<file path="src/rtl/core/dfs_pkg.sv">
// ----------------------------------------------------------------------------
// dfs_pkg
// Shared types, constants and helpers of the delimited frame search block.
// ----------------------------------------------------------------------------
`default_nettype none

package dfs_pkg;

    localparam int DEPTH    = 256;
    localparam int AW       = 8;
    localparam int CW       = 9;
    localparam int PW       = 10;
    localparam int MAXP     = 8;
    localparam int PATW     = 64;
    localparam int CFG_AW   = 3;
    localparam int IN_DW    = 16;
    localparam int OUT_DW   = 40;

    localparam logic [CW-1:0] FULL_FILL = CW'(DEPTH);
    localparam logic [3:0]    MAXP_LEN  = 4'(MAXP);

    typedef enum logic [CFG_AW-1:0] {
        REG_HEAD_PATTERN = 3'd0,
        REG_HEAD_LEN     = 3'd1,
        REG_TAIL_PATTERN = 3'd2,
        REG_TAIL_LEN     = 3'd3,
        REG_MIN_LEN      = 3'd4,
        REG_MAX_LEN      = 3'd5,
        REG_FRAME_POLICY = 3'd6
    } reg_idx_t;

    localparam logic [1:0] POL_SOFT   = 2'd0;
    localparam logic [1:0] POL_MEDIUM = 2'd1;
    localparam logic [1:0] POL_HARD   = 2'd2;

    localparam logic CMD_PUSH   = 1'b0;
    localparam logic CMD_SEARCH = 1'b1;

    localparam int FLG_DROP_BEFORE = 0;
    localparam int FLG_DROP_ONE    = 1;
    localparam int FLG_DROP_FRAME  = 2;
    localparam int FLG_DROP_FULL   = 3;
    localparam int FLG_SKIP_HEAD   = 4;

    typedef struct packed {
        logic [PATW-1:0] head_pattern;
        logic [3:0]      head_len;
        logic [PATW-1:0] tail_pattern;
        logic [3:0]      tail_len;
        logic [CW-1:0]   min_len;
        logic [CW-1:0]   max_len;
        logic [1:0]      policy;
    } cfg_t;

    typedef enum logic [9:0] {
        ST_IDLE  = 10'b0000000001,
        ST_CHECK = 10'b0000000010,
        ST_A_RD  = 10'b0000000100,
        ST_A_EV  = 10'b0000001000,
        ST_S_RD  = 10'b0000010000,
        ST_SCAN  = 10'b0000100000,
        ST_DROP  = 10'b0001000000,
        ST_H0_RD = 10'b0010000000,
        ST_H0_EV = 10'b0100000000,
        ST_OUT   = 10'b1000000000
    } state_t;

    function automatic logic [7:0] pat_byte(input logic [PATW-1:0] pat, input logic [2:0] idx);
        return pat[{idx, 3'b000} +: 8];
    endfunction

endpackage

`default_nettype wire

</file>
<file path="src/rtl/core/dfs_cfg_regs.sv">
// ----------------------------------------------------------------------------
// dfs_cfg_regs
// Configuration register file; presents pattern lengths saturated and the
// policy folded to its legal codes.
// ----------------------------------------------------------------------------
`default_nettype none

module dfs_cfg_regs (
    input  wire logic                         aclk,
    input  wire logic                         aresetn,
    input  wire logic                         cfg_we,
    input  wire logic [dfs_pkg::CFG_AW-1:0]   cfg_addr,
    input  wire logic [dfs_pkg::PATW-1:0]     cfg_wdata,
    output dfs_pkg::cfg_t                     cfg
);

    logic [dfs_pkg::PATW-1:0] head_pattern_reg;
    logic [3:0]               head_len_reg;
    logic [dfs_pkg::PATW-1:0] tail_pattern_reg;
    logic [3:0]               tail_len_reg;
    logic [dfs_pkg::CW-1:0]   min_len_reg;
    logic [dfs_pkg::CW-1:0]   max_len_reg;
    logic [1:0]               policy_reg;

    always_ff @(posedge aclk) begin
        if (!aresetn) begin
            head_pattern_reg <= '0;
            head_len_reg     <= 4'd1;
            tail_pattern_reg <= '0;
            tail_len_reg     <= '0;
            min_len_reg      <= '0;
            max_len_reg      <= '0;
            policy_reg       <= dfs_pkg::POL_SOFT;
        end else if (cfg_we) begin
            unique case (dfs_pkg::reg_idx_t'(cfg_addr))
                dfs_pkg::REG_HEAD_PATTERN: head_pattern_reg <= cfg_wdata;
                dfs_pkg::REG_HEAD_LEN:     head_len_reg     <= cfg_wdata[3:0];
                dfs_pkg::REG_TAIL_PATTERN: tail_pattern_reg <= cfg_wdata;
                dfs_pkg::REG_TAIL_LEN:     tail_len_reg     <= cfg_wdata[3:0];
                dfs_pkg::REG_MIN_LEN:      min_len_reg      <= cfg_wdata[dfs_pkg::CW-1:0];
                dfs_pkg::REG_MAX_LEN:      max_len_reg      <= cfg_wdata[dfs_pkg::CW-1:0];
                dfs_pkg::REG_FRAME_POLICY: policy_reg       <= cfg_wdata[1:0];
                default: begin
                end
            endcase
        end
    end

    always_comb begin
        cfg.head_pattern = head_pattern_reg;
        cfg.head_len     = (head_len_reg > dfs_pkg::MAXP_LEN) ? dfs_pkg::MAXP_LEN : head_len_reg;
        cfg.tail_pattern = tail_pattern_reg;
        cfg.tail_len     = (tail_len_reg > dfs_pkg::MAXP_LEN) ? dfs_pkg::MAXP_LEN : tail_len_reg;
        cfg.min_len      = min_len_reg;
        cfg.max_len      = max_len_reg;
        cfg.policy       = (policy_reg > dfs_pkg::POL_HARD) ? dfs_pkg::POL_SOFT : policy_reg;
    end

endmodule

`default_nettype wire

</file>
<file path="config.mk">
export PLATFORM = sky130hd
export DESIGN_NAME = dfs_cfg_regs
export DESIGN_NICKNAME = d
export VERILOG_FILES = /design/src/rtl/core/dfs_pkg.sv /design/src/rtl/core/dfs_cfg_regs.sv
export SDC_FILE = /design/constraint.sdc
export NUM_CORES = 1
export LEC_CHECK = 0
export ABC_AREA = 1
export BUFFER_PORTS_ARGS = -buffer_cell sky130_fd_sc_hd__buf_2
export CAP_MARGIN = 5
export CORE_ASPECT_RATIO = 1.25
export CORE_MARGIN = 5
export CORE_UTILIZATION = 45
export DETAILED_ROUTE_END_ITERATION = 6
export PLACE_DENSITY_LB_ADDON = 0.2
export SYNTH_ARGS = -nofsm -noshare
export SYNTH_HDL_FRONTEND = slang
export SYNTH_SLANG_ARGS = --single-unit
</file>
<file path="constraint.sdc">
create_clock -name aclk -period 0.8 [get_ports aclk]
set_input_delay 0.04 -clock aclk [delete_from_list [all_inputs] [get_ports aclk]]
set_output_delay 0.04 -clock aclk [all_outputs]
set_load 0.005 [all_outputs]
</file>
==> metrics.yaml, run 1 <==
skew_ns: 0
synthDominantCellAreaShare: 0.4857
fin_crit_ns: 1.172
cpMaxStageDelayCell: "dfxtp_2"
synth_compound_area_frac: 0.0007784
portBuffers: 225
final_nets: 1308
whs_ns: 0.03152
place.gp.congestion: 0.8264
overflow: 0
path_clk_slew_ns: 0.06
tightest_slew_ns: 0.2976
power.leakage_nw: 4.882
outcome: "finished, violations left"
synth_adder_area_share: 0
first_pass_iters: 7
crit_chain: "inv_2 -> nand3_2 -> a21oi_2 -> buf_2"
yosys.area_share.simple: 0.4141
crit_fanout: 2
grt_pass1_wl_um: 31350
grt_setup_unrepaired: "yes"
dp.cells: 1320
synth_top_family_by_area: "simple AND/OR/NAND/NOR gates"
irDropWorstVdd_v: 0.001391
start_kind: "register"
cts_root_buf: "clkbuf_16"
netlist_top_cells_area: "dfxtp_1, nor2_1, nand3_1, nand2_1, inv_1"
grt_pass1_vias: 6507
dieArea_mm2: 0.01679
yosysWarningCount: 0
initial_core_util: 0.4615
clock.fmax_mhz: 853.2
critPathTopFamily: "flip-flops"
syn2layout_area_growth_pct: 56.24
placed_area_mm2: 0.007916
yosysUniqueCellTypes: 14
power_frac_comb: 0.137
via_per_inst: 4.899
drive_above_1_share: 0.3926
synth-xor-area-share: 0
cts_tree: "built"
post_drt_wl_per_cell_um: 14.70
numCtsBuffers: 17
yosysTopAreaCell: "dfxtp_1"
p_switching_mw: 4.453
drt_iter0_drc: 463
rows: 48
final_cell_area_mm2: 0.01005
placeableCoreArea_mm2: 0.01393
cp.arrival_ns: 1.13
crit_type: "reg -> out"
ant_nets: 0
violations: "negative setup slack"
hold_viol: 0
required_ns: 0.76
setup_ws_ns: -0.3721
ys_seq_elements: 156
cts_buffer_depth: 2
n_fill_cell: 1040
drv_cap: 0
die_w_um: 116.9
cp-end-kind: "primary output"
final-max-slew-violation-count: 0
clkPwrFrac: 0.409
syn-num-nets: 1016
gr-usage-all-layers: 0.2340
fp.dieH_um: 143.6
clock-sinks: 156
vias: 6971
synthMuxAreaShare: 0
setup_viol: 156
sequentialPowerShare: 0.454
hpwlAfterDp_um: 12810
wirelength_um: 20920
fin_util: 0.7210
synthesis.area_mm2: 0.006430
syn_area_per_cell_um2: 6.797
p_int_mw: 13.80
worst-path-buf-inv: 2
grt_start_max_net_pins: 52
ioPinCount: 226
antenna_found_initial: 0
p_sw_frac: 0.2439
syn_inst: 946
hold_class: "in -> reg"
h-tree-depth: 4
cpPeakStageDelay_ns: 0.32
finalCritPeriodShare: 1.465
powerDensity_mw_per_mm2: 1817
antenna_cells: 0
synth-seq-area-share: 0.4857
clk_latency_ns: 0.41
instances_no_fill: 1423
slew_headroom: 0.8009
drc: 0
==> timing repair <==
action / 4_1_cts / 5_1_grt
setup buffers: 11 / 7
gates cloned: 0 / 0
gates resized for setup: 198 / 86
setup endpoints to repair: 156 / 163
hold buffers: 57 / 0
hold endpoints to repair: 113 / 0
pin swaps: 3 / 11
==> worst paths after layout <==
path / startpoint / endpoint / slack [ns] / cells after the start
max reg2reg: tail_len_reg[3]$_SDFFE_PN0P_ / tail_len_reg[3]$_SDFFE_PN0P_ / 0.01 / 4
max: tail_len_reg[0]$_SDFFE_PN0P_ / cfg[21] / -0.37 / 4
min: cfg_wdata[6] / tail_pattern_reg[6]$_SDFFE_PN0P_ / 0.03 / 5
min reg2reg: max_len_reg[2]$_SDFFE_PN0P_ / max_len_reg[2]$_SDFFE_PN0P_ / 0.47 / 2
==> area by class of cell <==
type	instances	area (um^2)	area share
multi-input combinational	650	2716	0.2704
inverter	78	296.5	0.02952
sequential	156	3323	0.3308
timing repair buffer	335	2949	0.2936
clock inverter	7	67.56	0.006726
clock buffer	22	474.2	0.04720
tap	175	219.0	0.02180
==> metrics by stage <==
step | setup TNS, ns | power (mW) | setup WS [ns]
after floorplan | -0.7284 | 9.451 | -0.01821
after global placement | -31.50 | 10.31 | -0.2416
after detailed placement | -35.59 | 10.33 | -0.2920
after CTS | -17.92 | 18.16 | -0.3860
after global routing | -20.32 | 19.00 | -0.4299
final | -15.01 | 18.26 | -0.3721
==> per-layer routing <==
layer / up-vias / part of all wire / track usage
met5: - / 0 / 0
met1: 3201 / 0.38 / 0.2665
met3: 42 / 0.071 / 0.06318
met4: 0 / 0.023 / 0.08273
li1: 3468 / - / -
met2: 260 / 0.53 / 0.4165
==> synthesized netlist by cell type <==
master / count
a21oi_1: 1
buf_1: 2
buf_2: 22
buf_4: 11
buf_6: 6
clkbuf_1: 21
dfxtp_1: 156
inv_1: 75
inv_2: 3
nand2_1: 164
nand3_1: 157
nor2_1: 322
nor2_2: 3
nor2_4: 3
==> cells by family (layout without fill, tap and decap cells) <==
kind of cell | after synthesis | after routing
AND/OR/NAND/NOR | 649 | 649
flip-flops | 156 | 156
buffers and inverters | 140 | 442
AO/OA/AOI/OAI | 1 | 1
==> placed cells by master, fill, tap and decap left out, types with 17 or more instances in the layout <==
master | synthesis | layout
buf_6 | 6 | 105
nor2_1 | 322 | 315
clkbuf_16 | 0 | 17
inv_1 | 75 | 66
buf_4 | 11 | 35
nand3_1 | 157 | 155
dfxtp_2 | 0 | 154
buf_2 | 22 | 122
dlygate4sd3_1 | 0 | 56
nand2_1 | 164 | 163
==> tightest hold or removal path, cell delays in order <==
cell and delay [ns]:
buf_2 0.08, inv_1 0.08, nand3_1 0.10, nand2_1 0.04, nor2_1 0.07
==> power by group through the flow <==
stage / combinational (mW) / clock, mW / sequential [mW]
finish: 2.50 / 7.47 / 8.29
detailed placement: 1.97 / 0 / 8.36
floorplan: 1.08 / 0 / 8.37
global route: 2.76 / 7.93 / 8.31
CTS: 2.31 / 7.61 / 8.25
global placement: 1.95 / 0 / 8.36
(Power assumes the default switching activity.)
==> run 2, diff against run 1 <==
--- a/config.mk
+++ b/config.mk
@@ -12,7 +12,7 @@
 export CORE_MARGIN = 5
 export CORE_UTILIZATION = 45
 export DETAILED_ROUTE_END_ITERATION = 6
-export PLACE_DENSITY_LB_ADDON = 0.2
+export PLACE_DENSITY = 0.79
 export SYNTH_ARGS = -nofsm -noshare
 export SYNTH_HDL_FRONTEND = slang
 export SYNTH_SLANG_ARGS = --single-unit
==> metrics.yaml, run 2 (synthesized netlist as in run 1, its figures left out) <==
rows: 48
layout_common_cells: "nor2_1, nand2_1, nand3_1, dfxtp_2, buf_2"
min_from: "cfg_wdata[4]"
overflow: 0
final_nets: 1299
cpPeakStageDelay_ns: 0.32
wirelength_um: 21760
hpwlAfterDp_um: 12590
required_ns: 0.76
grt_setup_unrepaired: "yes"
sequentialPowerShare: 0.451
hold_class: "in -> reg"
mostFrequentLayoutCell: "nor2_1"
final-max-slew-violation-count: 0
tightest_slew_ns: 0.3210
worst-path-buf-inv: 2
outcome: "finished, violations left"
clock.fmax_mhz: 871.8
syn2layout_area_growth_pct: 54.25
cp-end-kind: "primary output"
first_pass_iters: 6
h-tree-depth: 4
cts_buffer_depth: 2
startpoint: "tail_len_reg[1]$_SDFFE_PN0P_"
grt_start_max_net_pins: 64
numCtsBuffers: 17
crit_fanout: 2
portBuffers: 225
drt_iter0_drc: 574
critPathTopFamily: "flip-flops"
hold_viol: 0
ioPinCount: 226
r2r_cells: 3
drv_cap: 0
p_sw_frac: 0.2479
setup_viol: 156
path_clk_slew_ns: 0.06
power_frac_comb: 0.133
fin_crit_ns: 1.147
grt_pass1_vias: 6859
antenna_found_initial: 0
clkPwrFrac: 0.416
gr-usage-all-layers: 0.2467
fp.dieH_um: 143.6
crit_chain: "inv_2 -> nand3_2 -> a21oi_2 -> buf_2"
power.leakage_nw: 4.824
initial_core_util: 0.4615
crit_type: "reg -> out"
cp.depth: 4
r2r_end: "head_pattern_reg[16]$_SDFFE_PN0P_"
die_w_um: 116.9
powerDensity_mw_per_mm2: 1856
cts_root_buf: "clkbuf_16"
whs_ns: 0.02635
skew_ns: 0
clock-sinks: 156
drc: 0
r2r-start: "head_pattern_reg[16]$_SDFFE_PN0P_"
fin_tns_setup_ns: -16.03
endpoint: "cfg[21]"
grt_pass1_wl_um: 32840
post_drt_wl_per_cell_um: 15.38
via_per_inst: 5.059
cpMaxStageDelayCell: "dfxtp_2"
place.gp.congestion: 0.8264
irDropWorstVdd_v: 0.001608
setup_ws_ns: -0.3471
placeableCoreArea_mm2: 0.01393
p_switching_mw: 4.563
cp.arrival_ns: 1.11
cts_tree: "built"
finalCritPeriodShare: 1.434
drive_above_1_share: 0.3842
vias: 7158
slew_headroom: 0.7857
r2r_slack_ns: 0.06
dieArea_mm2: 0.01679
ant_nets: 0
start_kind: "register"
clk_latency_ns: 0.41
violations: "negative setup slack"
p_int_mw: 13.84
-- run 2: per-stage QoR --
stage | power (mW) | utilization | area [um^2] | std cells | worst slack (ns)
finish | 18.41 | 0.7118 | 9918 | 1415 | -0.3471
global route | 19.12 | 0.7117 | 9916 | 1414 | -0.3988
global placement | 10.24 | 0.5604 | 7809 | 1309 | -0.2411
detailed placement | 10.27 | 0.5604 | 7809 | 1309 | -0.3032
CTS | 18.23 | 0.6846 | 9539 | 1406 | -0.3814
floorplan | 9.451 | - | 6435 | 946 | -0.01821
-- run 2: worst min path at each step --
stage / end / depth (start not counted)
floorplan: head_len_reg[0]$_SDFFE_PN1P_ / 2
global placement: head_len_reg[0]$_SDFFE_PN1P_ / 3
detailed placement: head_len_reg[0]$_SDFFE_PN1P_ / 3
CTS: max_len_reg[8]$_SDFFE_PN0P_ / 5
global route: min_len_reg[4]$_SDFFE_PN0P_ / 5
finish: min_len_reg[4]$_SDFFE_PN0P_ / 5
-- run 2: power by group through the flow --
stage,registers (mW),clock network (mW),logic (mW)
4_1_cts,8.26,7.72,2.26
5_1_grt,8.32,8.11,2.68
3_3_place_gp,8.35,0,1.88
3_5_place_dp,8.36,0,1.91
6_report,8.29,7.67,2.45
2_1_floorplan,8.37,0,1.08
-- run 2: area by class of cell --
type | instances | area, um^2
Tap cell | 175 | 219.0
Clock inverter | 6 | 63.81
Fill cell | 993 | 4015
Timing Repair Buffer | 326 | 2808
Multi-Input combinational cell | 650 | 2719
Antenna cell | 1 | 2.502
Sequential cell | 156 | 3323
Clock buffer | 23 | 488.0
Inverter | 78 | 295.3
-- run 2: worst register-to-register path, delay by kind of cell, from the launching register on --
family | cells | cell delay [ns]
buffers and inverters | 1 | 0.13
DFF | 1 | 0.33
and+or+nand+nor | 2 | 0.18
-- run 2: repair_timing --
item | CTS | global route
setup buffers | 10 | 8
setup endpoints to repair | 156 | 164
endpoints found under the hold margin | 116 | 0
hold buffers | 58 | 0
pin swaps | 6 | 5
resized for setup | 217 | 55
-- run 2: per-layer routing --
metal  up-vias  share of wire  track usage
met1      3262           0.36       0.2700
li1       3442              -            -
met2       354           0.52       0.4240
met3       100          0.070      0.06066
met5         -              0            0
met4         0          0.055       0.1522
